<file path="config.mk">
export PLATFORM = sky130hd
export DESIGN_NAME = matrix_multiply_flat
export DESIGN_NICKNAME = d
export VERILOG_FILES = /design/src/hw/rtl/mm_pkg.sv /design/src/hw/rtl/mm_req_if.sv /design/src/hw/rtl/mm_rsp_if.sv /design/src/hw/rtl/matrix_multiply.sv /design/src/hw/rtl/mm_csr.sv /design/src/hw/rtl/mm_ctrl.sv /design/src/hw/rtl/mm_dp.sv /design/src/flat_wrapper.sv
export SDC_FILE = /design/constraint.sdc
export NUM_CORES = 2
export LEC_CHECK = 0
export ABC_AREA = 1
export BUFFER_PORTS_ARGS = -buffer_cell sky130_fd_sc_hd__buf_2
export CAP_MARGIN = 20
export CORE_UTILIZATION = 30
export CTS_BUF_LIST = sky130_fd_sc_hd__clkbuf_16
export DETAILED_ROUTE_END_ITERATION = 8
export PLACE_DENSITY = 0.53
export SYNTH_ARGS = -nofsm -noshare
export SYNTH_HDL_FRONTEND = slang
export SYNTH_SLANG_ARGS = --single-unit
</file>
<file path="constraint.sdc">
create_clock -name clock -period 10.41 [get_ports clock]
set_input_delay 1.041 -clock clock [delete_from_list [all_inputs] [get_ports clock]]
set_output_delay 1.041 -clock clock [all_outputs]
set_load 0.01 [all_outputs]
</file>
<file path="src/hw/rtl/mm_pkg.sv">
// Shared types, field widths and codes for the matrix multiply block.
package mm_pkg;

   localparam int MAX_DIM_DEFAULT = 8;

   localparam int OP_W       = 2;
   localparam int IDX_W      = 3;
   localparam int ELEM_W     = 16;
   localparam int MUL_W      = 2 * ELEM_W;
   localparam int PROD_W     = 35;
   localparam int CNT_W      = 4;
   localparam int CSR_ADDR_W = 4;
   localparam int CSR_DATA_W = 32;
   localparam int CSR_IDX_W  = 2;

   localparam logic [OP_W-1:0] OP_LOAD_A  = 2'd0;
   localparam logic [OP_W-1:0] OP_LOAD_B  = 2'd1;
   localparam logic [OP_W-1:0] OP_COMPUTE = 2'd2;

   localparam logic [CSR_IDX_W-1:0] REG_A_ROW_COUNT = 2'd0;
   localparam logic [CSR_IDX_W-1:0] REG_A_COL_COUNT = 2'd1;
   localparam logic [CSR_IDX_W-1:0] REG_B_ROW_COUNT = 2'd2;
   localparam logic [CSR_IDX_W-1:0] REG_B_COL_COUNT = 2'd3;

   localparam logic [CNT_W-1:0] COUNT_RESET = 4'd8;

   typedef struct packed {
      logic [CNT_W-1:0] a_row_count;
      logic [CNT_W-1:0] a_col_count;
      logic [CNT_W-1:0] b_row_count;
      logic [CNT_W-1:0] b_col_count;
   } mm_cfg_type;

   typedef struct packed {
      logic wr_a;
      logic wr_b;
      logic mac_valid;
      logic mac_first;
      logic mac_last;
      logic elem_last;
      logic emit_error;
   } mm_cmd_type;

   typedef struct packed {
      logic out_free;
      logic mac_done;
   } mm_stat_type;

endpackage

</file>
<file path="src/hw/rtl/mm_req_if.sv">
// Request channel of the matrix multiply block: loads and compute requests.
interface mm_req_if;
   import mm_pkg::*;

   logic                     valid;
   logic                     ready;
   logic [OP_W-1:0]          operation;
   logic [IDX_W-1:0]         row_index;
   logic [IDX_W-1:0]         col_index;
   logic signed [ELEM_W-1:0] element_value;

   modport source (output valid, operation, row_index, col_index, element_value,
                   input ready);
   modport sink   (input valid, operation, row_index, col_index, element_value,
                   output ready);
endinterface

</file>
<file path="src/hw/rtl/mm_rsp_if.sv">
// Response channel of the matrix multiply block: product elements and errors.
interface mm_rsp_if;
   import mm_pkg::*;

   logic                     valid;
   logic                     ready;
   logic signed [PROD_W-1:0] product_value;
   logic [IDX_W-1:0]         out_row;
   logic [IDX_W-1:0]         out_col;
   logic                     size_error;
   logic                     last_item;

   modport source (output valid, product_value, out_row, out_col, size_error, last_item,
                   input ready);
   modport sink   (input valid, product_value, out_row, out_col, size_error, last_item,
                   output ready);
endinterface

</file>
<file path="src/hw/rtl/matrix_multiply.sv">
// Top level of the matrix multiply block: configuration registers, controller and datapath.
// A load beat is taken every cycle while no product is computed and no error beat waits.
// Compute requests run on the single multiply-accumulate unit, one element at a time;
// each element passes the read and product registers on its way to the output register.
// A stalled result holds the next element back, and load beats are refused during a run.
// Synchronous active-high reset clears the control state and sets every count to 8.
module matrix_multiply #(
   parameter int MAX_DIM = mm_pkg::MAX_DIM_DEFAULT
) (
   input  logic                            clock,
   input  logic                            reset,
   mm_req_if.sink                          req_bus,
   mm_rsp_if.source                        rsp_bus,
   input  logic                            psel,
   input  logic                            penable,
   input  logic                            pwrite,
   input  logic [mm_pkg::CSR_ADDR_W-1:0]   paddr,
   input  logic [mm_pkg::CSR_DATA_W-1:0]   pwdata,
   output logic [mm_pkg::CSR_DATA_W-1:0]   prdata,
   output logic                            pready
);
   import mm_pkg::*;

   localparam int DIM_W = (MAX_DIM > 1) ? $clog2(MAX_DIM) : 1;

   mm_cfg_type       cfg;
   mm_cmd_type       cmd;
   mm_stat_type      stat;
   logic [DIM_W-1:0] step_i, step_j, step_k;

   mm_csr u_csr (
      .clock   (clock),
      .reset   (reset),
      .psel    (psel),
      .penable (penable),
      .pwrite  (pwrite),
      .paddr   (paddr),
      .pwdata  (pwdata),
      .prdata  (prdata),
      .pready  (pready),
      .cfg     (cfg)
   );

   mm_ctrl #(.MAX_DIM(MAX_DIM)) u_ctrl (
      .clock     (clock),
      .reset     (reset),
      .req_valid (req_bus.valid),
      .req_ready (req_bus.ready),
      .operation (req_bus.operation),
      .cfg       (cfg),
      .stat      (stat),
      .cmd       (cmd),
      .step_i    (step_i),
      .step_j    (step_j),
      .step_k    (step_k)
   );

   mm_dp #(.MAX_DIM(MAX_DIM)) u_dp (
      .clock       (clock),
      .reset       (reset),
      .cmd         (cmd),
      .stat        (stat),
      .step_i      (step_i),
      .step_j      (step_j),
      .step_k      (step_k),
      .ld_row      (req_bus.row_index),
      .ld_col      (req_bus.col_index),
      .ld_value    (req_bus.element_value),
      .out_valid   (rsp_bus.valid),
      .out_ready   (rsp_bus.ready),
      .out_product (rsp_bus.product_value),
      .out_row     (rsp_bus.out_row),
      .out_col     (rsp_bus.out_col),
      .out_error   (rsp_bus.size_error),
      .out_last    (rsp_bus.last_item)
   );

endmodule

</file>
<file path="src/hw/rtl/mm_csr.sv">
// Configuration registers holding the matrix dimensions, written over the APB port.
module mm_csr (
   input  logic                               clock,
   input  logic                               reset,
   input  logic                               psel,
   input  logic                               penable,
   input  logic                               pwrite,
   input  logic [mm_pkg::CSR_ADDR_W-1:0]      paddr,
   input  logic [mm_pkg::CSR_DATA_W-1:0]      pwdata,
   output logic [mm_pkg::CSR_DATA_W-1:0]      prdata,
   output logic                               pready,
   output mm_pkg::mm_cfg_type                 cfg
);
   import mm_pkg::*;

   logic [CNT_W-1:0]     a_row_count_ff, a_row_count_in;
   logic [CNT_W-1:0]     a_col_count_ff, a_col_count_in;
   logic [CNT_W-1:0]     b_row_count_ff, b_row_count_in;
   logic [CNT_W-1:0]     b_col_count_ff, b_col_count_in;
   logic [CSR_IDX_W-1:0] reg_index;
   logic [CNT_W-1:0]     read_value;
   logic                 write_en;

   assign reg_index = paddr[CSR_ADDR_W-1:CSR_ADDR_W-CSR_IDX_W];
   assign write_en  = psel && penable && pwrite;
   assign pready    = 1'b1;

   always_comb begin
      a_row_count_in = a_row_count_ff;
      a_col_count_in = a_col_count_ff;
      b_row_count_in = b_row_count_ff;
      b_col_count_in = b_col_count_ff;
      if (write_en) begin
         case (reg_index)
            REG_A_ROW_COUNT: a_row_count_in = pwdata[CNT_W-1:0];
            REG_A_COL_COUNT: a_col_count_in = pwdata[CNT_W-1:0];
            REG_B_ROW_COUNT: b_row_count_in = pwdata[CNT_W-1:0];
            REG_B_COL_COUNT: b_col_count_in = pwdata[CNT_W-1:0];
            default: ;
         endcase
      end
   end

   always_comb begin
      case (reg_index)
         REG_A_ROW_COUNT: read_value = a_row_count_ff;
         REG_A_COL_COUNT: read_value = a_col_count_ff;
         REG_B_ROW_COUNT: read_value = b_row_count_ff;
         REG_B_COL_COUNT: read_value = b_col_count_ff;
         default:         read_value = '0;
      endcase
   end

   assign prdata = CSR_DATA_W'(read_value);

   always_ff @(posedge clock) begin
      if (reset) begin
         a_row_count_ff <= COUNT_RESET;
         a_col_count_ff <= COUNT_RESET;
         b_row_count_ff <= COUNT_RESET;
         b_col_count_ff <= COUNT_RESET;
      end else begin
         a_row_count_ff <= a_row_count_in;
         a_col_count_ff <= a_col_count_in;
         b_row_count_ff <= b_row_count_in;
         b_col_count_ff <= b_col_count_in;
      end
   end

   assign cfg.a_row_count = a_row_count_ff;
   assign cfg.a_col_count = a_col_count_ff;
   assign cfg.b_row_count = b_row_count_ff;
   assign cfg.b_col_count = b_col_count_ff;

endmodule

</file>
<file path="src/hw/rtl/mm_ctrl.sv">
// Controller state machine that sequences loads, the multiply-accumulate loop and errors.
module mm_ctrl #(
   parameter int MAX_DIM = mm_pkg::MAX_DIM_DEFAULT,
   localparam int DIM_W  = (MAX_DIM > 1) ? $clog2(MAX_DIM) : 1
) (
   input  logic                        clock,
   input  logic                        reset,
   input  logic                        req_valid,
   output logic                        req_ready,
   input  logic [mm_pkg::OP_W-1:0]     operation,
   input  mm_pkg::mm_cfg_type          cfg,
   input  mm_pkg::mm_stat_type         stat,
   output mm_pkg::mm_cmd_type          cmd,
   output logic [DIM_W-1:0]            step_i,
   output logic [DIM_W-1:0]            step_j,
   output logic [DIM_W-1:0]            step_k
);
   import mm_pkg::*;

   localparam logic [1:0] ST_IDLE  = 2'd0;
   localparam logic [1:0] ST_ISSUE = 2'd1;
   localparam logic [1:0] ST_DRAIN = 2'd2;
   localparam logic [1:0] ST_ERROR = 2'd3;

   logic [1:0]       state_ff, state_in;
   logic [DIM_W-1:0] i_ff, i_in;
   logic [DIM_W-1:0] j_ff, j_in;
   logic [DIM_W-1:0] k_ff, k_in;
   logic [DIM_W-1:0] m_last, n_last, inner_last, inner_b_last;
   logic             mismatch;
   logic             elem_last;

   // Saturates a count register to 1..MAX_DIM and returns the last index.
   function automatic logic [DIM_W-1:0] last_index(input logic [CNT_W-1:0] raw);
      logic [DIM_W-1:0] result;
      if (raw == '0) begin
         result = '0;
      end else if (int'(raw) > MAX_DIM) begin
         result = DIM_W'(MAX_DIM - 1);
      end else begin
         result = DIM_W'(raw - 1'b1);
      end
      return result;
   endfunction

   assign m_last       = last_index(cfg.a_row_count);
   assign inner_last   = last_index(cfg.a_col_count);
   assign inner_b_last = last_index(cfg.b_row_count);
   assign n_last       = last_index(cfg.b_col_count);
   assign mismatch     = inner_last != inner_b_last;
   assign elem_last    = (i_ff == m_last) && (j_ff == n_last);

   always_comb begin
      state_in  = state_ff;
      i_in      = i_ff;
      j_in      = j_ff;
      k_in      = k_ff;
      cmd       = '0;
      req_ready = 1'b0;
      case (state_ff)
         ST_IDLE: begin
            req_ready = 1'b1;
            if (req_valid) begin
               case (operation)
                  OP_LOAD_A: cmd.wr_a = 1'b1;
                  OP_LOAD_B: cmd.wr_b = 1'b1;
                  OP_COMPUTE: begin
                     if (mismatch) begin
                        state_in = ST_ERROR;
                     end else begin
                        i_in     = '0;
                        j_in     = '0;
                        k_in     = '0;
                        state_in = ST_ISSUE;
                     end
                  end
                  default: ;
               endcase
            end
         end
         ST_ISSUE: begin
            // An element only starts once the output register will be free for its result.
            if (k_ff != '0 || stat.out_free) begin
               cmd.mac_valid = 1'b1;
               cmd.mac_first = k_ff == '0;
               cmd.mac_last  = k_ff == inner_last;
               cmd.elem_last = elem_last;
               if (k_ff == inner_last) begin
                  k_in     = '0;
                  state_in = ST_DRAIN;
               end else begin
                  k_in = DIM_W'(k_ff + 1'b1);
               end
            end
         end
         ST_DRAIN: begin
            if (stat.mac_done) begin
               if (elem_last) begin
                  state_in = ST_IDLE;
               end else begin
                  if (j_ff == n_last) begin
                     j_in = '0;
                     i_in = DIM_W'(i_ff + 1'b1);
                  end else begin
                     j_in = DIM_W'(j_ff + 1'b1);
                  end
                  state_in = ST_ISSUE;
               end
            end
         end
         ST_ERROR: begin
            if (stat.out_free) begin
               cmd.emit_error = 1'b1;
               state_in       = ST_IDLE;
            end
         end
         default: state_in = ST_IDLE;
      endcase
   end

   always_ff @(posedge clock) begin
      if (reset) begin
         state_ff <= ST_IDLE;
         i_ff     <= '0;
         j_ff     <= '0;
         k_ff     <= '0;
      end else begin
         state_ff <= state_in;
         i_ff     <= i_in;
         j_ff     <= j_in;
         k_ff     <= k_in;
      end
   end

   assign step_i = i_ff;
   assign step_j = j_ff;
   assign step_k = k_ff;

endmodule

</file>
<file path="src/hw/rtl/mm_dp.sv">
// Datapath with the two element stores, the multiply-accumulate pipeline and the output register.
module mm_dp #(
   parameter int MAX_DIM = mm_pkg::MAX_DIM_DEFAULT,
   localparam int DIM_W  = (MAX_DIM > 1) ? $clog2(MAX_DIM) : 1
) (
   input  logic                                clock,
   input  logic                                reset,
   input  mm_pkg::mm_cmd_type                  cmd,
   output mm_pkg::mm_stat_type                 stat,
   input  logic [DIM_W-1:0]                    step_i,
   input  logic [DIM_W-1:0]                    step_j,
   input  logic [DIM_W-1:0]                    step_k,
   input  logic [mm_pkg::IDX_W-1:0]            ld_row,
   input  logic [mm_pkg::IDX_W-1:0]            ld_col,
   input  logic signed [mm_pkg::ELEM_W-1:0]    ld_value,
   output logic                                out_valid,
   input  logic                                out_ready,
   output logic signed [mm_pkg::PROD_W-1:0]    out_product,
   output logic [mm_pkg::IDX_W-1:0]            out_row,
   output logic [mm_pkg::IDX_W-1:0]            out_col,
   output logic                                out_error,
   output logic                                out_last
);
   import mm_pkg::*;

   localparam int DEPTH  = MAX_DIM * MAX_DIM;
   localparam int ADDR_W = (DEPTH > 1) ? $clog2(DEPTH) : 1;

   logic signed [ELEM_W-1:0] a_store_ff [DEPTH];
   logic signed [ELEM_W-1:0] b_store_ff [DEPTH];

   logic [ADDR_W-1:0]        ld_addr, rd_a_addr, rd_b_addr;
   logic                     ld_ok;

   logic signed [ELEM_W-1:0] a_rd_ff, b_rd_ff;
   logic                     v1_ff, v1_in;
   logic                     first1_ff, last1_ff, elast1_ff;
   logic [DIM_W-1:0]         row1_ff, col1_ff;

   logic signed [MUL_W-1:0]  prod_ff, prod_in;
   logic                     v2_ff, v2_in;
   logic                     first2_ff, last2_ff, elast2_ff;
   logic [DIM_W-1:0]         row2_ff, col2_ff;

   logic signed [PROD_W-1:0] acc_ff, acc_in;
   logic                     mac_done;

   logic                     out_valid_ff, out_valid_in;
   logic signed [PROD_W-1:0] out_product_ff;
   logic [IDX_W-1:0]         out_row_ff, out_col_ff;
   logic                     out_error_ff, out_last_ff;

   assign ld_ok     = (int'(ld_row) < MAX_DIM) && (int'(ld_col) < MAX_DIM);
   assign ld_addr   = ADDR_W'(int'(ld_row) * MAX_DIM + int'(ld_col));
   assign rd_a_addr = ADDR_W'(int'(step_i) * MAX_DIM + int'(step_k));
   assign rd_b_addr = ADDR_W'(int'(step_k) * MAX_DIM + int'(step_j));

   always_ff @(posedge clock) begin
      if (cmd.wr_a && ld_ok) begin
         a_store_ff[ld_addr] <= ld_value;
      end
      if (cmd.wr_b && ld_ok) begin
         b_store_ff[ld_addr] <= ld_value;
      end
      if (cmd.mac_valid) begin
         a_rd_ff <= a_store_ff[rd_a_addr];
         b_rd_ff <= b_store_ff[rd_b_addr];
      end
   end

   assign v1_in    = cmd.mac_valid;
   assign v2_in    = v1_ff;
   assign prod_in  = a_rd_ff * b_rd_ff;
   assign acc_in   = first2_ff ? PROD_W'(prod_ff) : acc_ff + PROD_W'(prod_ff);
   assign mac_done = v2_ff && last2_ff;

   always_comb begin
      out_valid_in = out_valid_ff;
      if (cmd.emit_error || mac_done) begin
         out_valid_in = 1'b1;
      end else if (out_ready) begin
         out_valid_in = 1'b0;
      end
   end

   always_ff @(posedge clock) begin
      if (reset) begin
         v1_ff        <= 1'b0;
         v2_ff        <= 1'b0;
         out_valid_ff <= 1'b0;
      end else begin
         v1_ff        <= v1_in;
         v2_ff        <= v2_in;
         out_valid_ff <= out_valid_in;
      end
   end

   always_ff @(posedge clock) begin
      if (cmd.mac_valid) begin
         first1_ff <= cmd.mac_first;
         last1_ff  <= cmd.mac_last;
         elast1_ff <= cmd.elem_last;
         row1_ff   <= step_i;
         col1_ff   <= step_j;
      end
      if (v1_ff) begin
         prod_ff   <= prod_in;
         first2_ff <= first1_ff;
         last2_ff  <= last1_ff;
         elast2_ff <= elast1_ff;
         row2_ff   <= row1_ff;
         col2_ff   <= col1_ff;
      end
      if (v2_ff) begin
         acc_ff <= acc_in;
      end
      if (cmd.emit_error) begin
         out_product_ff <= '0;
         out_row_ff     <= '0;
         out_col_ff     <= '0;
         out_error_ff   <= 1'b1;
         out_last_ff    <= 1'b1;
      end else if (mac_done) begin
         out_product_ff <= acc_in;
         out_row_ff     <= IDX_W'(row2_ff);
         out_col_ff     <= IDX_W'(col2_ff);
         out_error_ff   <= 1'b0;
         out_last_ff    <= elast2_ff;
      end
   end

   assign stat.out_free = !out_valid_ff || out_ready;
   assign stat.mac_done = mac_done;

   assign out_valid   = out_valid_ff;
   assign out_product = out_product_ff;
   assign out_row     = out_row_ff;
   assign out_col     = out_col_ff;
   assign out_error   = out_error_ff;
   assign out_last    = out_last_ff;

endmodule
</file>
<file path="src/flat_wrapper.sv">
// flat-port wrapper written by rule: the top's interface ports become plain ports
module matrix_multiply_flat import mm_pkg::*;
#(
   parameter int MAX_DIM = mm_pkg::MAX_DIM_DEFAULT
)
  (clock, reset, psel, penable, pwrite, paddr, pwdata, prdata, pready, req_bus_valid, req_bus_operation, req_bus_row_index, req_bus_col_index, req_bus_element_value, req_bus_ready, rsp_bus_valid, rsp_bus_product_value, rsp_bus_out_row, rsp_bus_out_col, rsp_bus_size_error, rsp_bus_last_item, rsp_bus_ready);
  mm_req_if req_bus_i ();
  mm_rsp_if rsp_bus_i ();
  input  logic clock;
  input  logic reset;
  input  logic psel;
  input  logic penable;
  input  logic pwrite;
  input  logic [mm_pkg::CSR_ADDR_W-1:0] paddr;
  input  logic [mm_pkg::CSR_DATA_W-1:0] pwdata;
  output logic [mm_pkg::CSR_DATA_W-1:0] prdata;
  output logic pready;
  input wire logic [$bits(req_bus_i.valid)-1:0] req_bus_valid;
  input wire logic [$bits(req_bus_i.operation)-1:0] req_bus_operation;
  input wire logic [$bits(req_bus_i.row_index)-1:0] req_bus_row_index;
  input wire logic [$bits(req_bus_i.col_index)-1:0] req_bus_col_index;
  input wire logic [$bits(req_bus_i.element_value)-1:0] req_bus_element_value;
  output wire logic [$bits(req_bus_i.ready)-1:0] req_bus_ready;
  output wire logic [$bits(rsp_bus_i.valid)-1:0] rsp_bus_valid;
  output wire logic [$bits(rsp_bus_i.product_value)-1:0] rsp_bus_product_value;
  output wire logic [$bits(rsp_bus_i.out_row)-1:0] rsp_bus_out_row;
  output wire logic [$bits(rsp_bus_i.out_col)-1:0] rsp_bus_out_col;
  output wire logic [$bits(rsp_bus_i.size_error)-1:0] rsp_bus_size_error;
  output wire logic [$bits(rsp_bus_i.last_item)-1:0] rsp_bus_last_item;
  input wire logic [$bits(rsp_bus_i.ready)-1:0] rsp_bus_ready;
  assign req_bus_i.valid = req_bus_valid;
  assign req_bus_i.operation = req_bus_operation;
  assign req_bus_i.row_index = req_bus_row_index;
  assign req_bus_i.col_index = req_bus_col_index;
  assign req_bus_i.element_value = req_bus_element_value;
  assign req_bus_ready = req_bus_i.ready;
  assign rsp_bus_valid = rsp_bus_i.valid;
  assign rsp_bus_product_value = rsp_bus_i.product_value;
  assign rsp_bus_out_row = rsp_bus_i.out_row;
  assign rsp_bus_out_col = rsp_bus_i.out_col;
  assign rsp_bus_size_error = rsp_bus_i.size_error;
  assign rsp_bus_last_item = rsp_bus_i.last_item;
  assign rsp_bus_i.ready = rsp_bus_ready;
  matrix_multiply #(.MAX_DIM(MAX_DIM)) u_core (.clock(clock), .reset(reset), .req_bus(req_bus_i), .rsp_bus(rsp_bus_i), .psel(psel), .penable(penable), .pwrite(pwrite), .paddr(paddr), .pwdata(pwdata), .prdata(prdata), .pready(pready));
endmodule
</file>
==> run_results.csv <==
group,metric,value,unit
grt,grt_first_pass_wirelength,433000,µm
clock_tree,ctsHoldBuffers,0,
synthesis,post_synth_num_cell_types,49,
detailed_routing,via_per_inst,5.02,
layout,seqCellArea,0.0665,mm²
worst_setup_path,crit_arrival,7000,ps
floorplanning,core_area,0.335,mm²
synthesis,synth_top_family_by_area,"compound AO/OA/AOI/OAI gates",
floorplanning,ios,145,
synthesis,synth-seq-cells,2238,
worst_setup_path,cp_data_required_time,10980,ps
clock_tree,cts_resized,0,
synthesis,synthTopCellsByCount,"edfxtp_1, nor2_1, o21ai_0, nand2_1, inv_1",
synthesis,synthMuxAreaShare,0,%
worst_setup_path,critPathLaunchType,"flop",
status,status,"completed",
timing,tns,0,ps
synthesis,yosys_most_used_dff,"edfxtp_1",
synthesis,synth.area.top_cells,"edfxtp_1, o21ai_0, nor2_1",
synthesis,yosysTopAreaCell,"edfxtp_1",
job,max-cap-violations,0,
grt,antenna_found_initial,15,
clock_tree,clock-sinks,2238,
synthesis,yosysTopAreaCellShare,64.2,%
grt,grt_remaining_overflow,0,
detailed_routing,vias,67200,
timing,rsz0062_at_grt,"false",
detailed_routing,dr.first_iter.drc_count,6501,
place,hpwl,176000,µm
floorplanning,dieArea,0.340,mm²
worst_setup_path,slowest_delay,840,ps
detailed_routing,ant_nets,0,
worst_setup_path,cp-end-kind,"flop",
timing,drv_slew,0,
clock_tree,clkTransAtPathRegs,60,ps
floorplanning,die_width,583,µm
synthesis,synth-edff-count,2165,
grt,grt_max_degree,173,
timing,relSlewSlack,19.6,%
worst_setup_path,crit_type,"reg2reg",
synthesis,yosys.area_share.xor_xnor,0.363,%
clock_tree,clk_path_buf_depth,4,
floorplanning,initial_core_util,30.3,%
grt,track_usage,17.0,%
clock_tree,htree_levels,4,
synthesis,synth_area,0.101,mm²
timing,setup_viol,0,
clock_tree,cts_setup_buffers,0,
worst_setup_path,cp_slowest_cell,"edfxtp_1",
timing,finalClockSkew,130,ps
floorplanning,fp.dieH,583,µm
detailed_routing,wirelength,297000,µm
synthesis,yosysWarnings,0,
synthesis,avgSynthCellArea,11.6,µm²
synthesis,async_flop_share,0,%
synthesis,yosys.area_share.simple,11.0,%
synthesis,yosysMostFrequentCell,"edfxtp_1",
detailed_routing,drtPass1Iterations,5,
layout,areaGrowthSynthToFinish,12.8,%
worst_setup_path,crit_chain,"nand2_1, fa_1, inv_1, fa_1, inv_1, fa_1, inv_1, fa_1, fa_1, inv_1, fa_1, inv_1, ha_1, nand2_1, inv_1, nand3_1, nor3_1, nand4_1, nand3_1, a21o_1, nand2_1, nand3_1, nand2_1",
clock_tree,cts-root-buf,"clkbuf_16",
clock_tree,cts_tree,"yes",
detailed_routing,wl_per_cell,22.2,µm
timing,max_freq,0.156,GHz
timing,period_share,61.7,%
layout,layout-drive-gt1-share,7.79,%
synthesis,syn_inst,8704,
place,io_buffer_count,85,
place,routabilityCongestion,0.855,
worst_setup_path,worst-path-max-fanout,16,
timing,tightest_slew,1200,ps
synthesis,synthAdderAreaFrac,6.73,%
detailed_routing,drc,0,
layout,multiInputGateArea,0.0299,mm²
grt,grt_pass1_vias,65900,
synthesis,synth-compound-area-share,11.2,%
synthesis,ys_seq_area_share,65.6,%
layout,final_nets,9148,
timing,fin_crit,6420,ps
hold_path,hold_class,"reg2reg",
timing,hold_viol_final,0,
clock_tree,cts_buffers,233,
floorplanning,rows,212,
clock_tree,clkLatencyLatePin,940,ps
layout,nFillCells,33000,
[path summary, 6_finish.rpt]
check | start | to | slack [ps] | cells after the start
max reg2reg | u_core.u_dp.a_rd_ff[7] | u_core.u_dp.prod_ff[27] | 3990 | 23
max | u_core.u_dp.a_rd_ff[7] | u_core.u_dp.prod_ff[27] | 3990 | 23
min reg2reg | u_core.u_dp.row1_ff[2] | u_core.u_dp.row2_ff[2] | 420 | 0
min | u_core.u_dp.row1_ff[2] | u_core.u_dp.row2_ff[2] | 420 | 0
[routing by layer]
layer	vias to the layer above	global-route usage (%)	wire length, µm
met5	-	0	46
met4	8	5.31	9010
met3	421	2.61	20000
met2	2213	27.7	138000
met1	33900	23.1	130000
li1	30600	-	-
[registers in the layout (all words and copies together), names as in the netlist, 4 cells and up]
register / cells
u_core.u_csr.b_col_count_ff: 4
u_core.u_dp.a_rd_ff: 16
u_core.u_dp.b_rd_ff: 16
u_core.u_dp.b_store_ff: 1024
u_core.u_dp.a_store_ff: 1024
u_core.u_csr.b_row_count_ff: 4
u_core.u_dp.out_product: 35
u_core.u_dp.acc_ff: 35
u_core.u_csr.a_row_count_ff: 4
u_core.u_dp.prod_ff: 32
u_core.u_csr.a_col_count_ff: 4
[per-stage QoR]
stage	instances	utilization [%]	hold WS (ps)	setup WS (ps)	area [µm²]
CTS	13400	34.1	419	4020	114000
global placement	12900	31.8	407	4040	107000
floorplan	8731	-	400	4750	101000
detailed placement	12900	31.8	405	4030	107000
finish	13400	34.1	419	3990	114000
global route	13400	34.1	439	3590	114000
[worst max-delay path, delay by kind of cell (launching register included)]
kind,cells,cell delay [ps]
AO/OA/AOI/OAI,1,180
adder cells (fa/ha/maj),7,3380
buffers and inverters,6,330
flip-flops,1,840
AND/OR/NAND/NOR,9,1440
[area by class of cell]
| class | count | share of cell area, % |
|---|---|---|
| Clock buffer | 237 | 5.19 |
| Multi-Input combinational cell | 5298 | 26.2 |
| Clock inverter | 183 | 1.44 |
| Sequential cell | 2238 | 58.2 |
| Timing Repair Buffer | 295 | 1.92 |
| Antenna cell | 10 | 0.0219 |
| Inverter | 628 | 2.10 |
| Tap cell | 4494 | 4.92 |
[cell usage in the layout, fill, tap and decap left out, types with 28 or more instances in the layout]
cell type,synthesis,routed
edfxtp_1,2165,2165
bufinv_16,0,30
o21ai_0,1169,1169
buf_2,109,69
nand3_1,309,309
nor2_2,0,30
xor2_1,28,28
clkinv_1,2,52
o21ai_1,106,106
conb_1,2,29
o22ai_1,529,529
clkbuf_16,0,237
nand2_1,957,957
nor2_1,1408,1378
fa_1,263,263
o21bai_1,55,55
a21oi_1,83,83
ha_1,124,124
dfxtp_1,73,65
inv_1,623,664
o221ai_1,30,30
buf_4,62,211
o211ai_1,57,57
clkinv_2,0,37
[cells by family after synthesis]
group | Yosys count
simple gates | 2789
flops | 2238
buf+inv | 1195
fa+ha+maj | 387
xor+xnor | 42
other cells | 2
compound gates | 2051
Power is left out: the tool's default activity adds up to more than one toggle a clock period on the data nets, which glitch-free logic cannot reach.
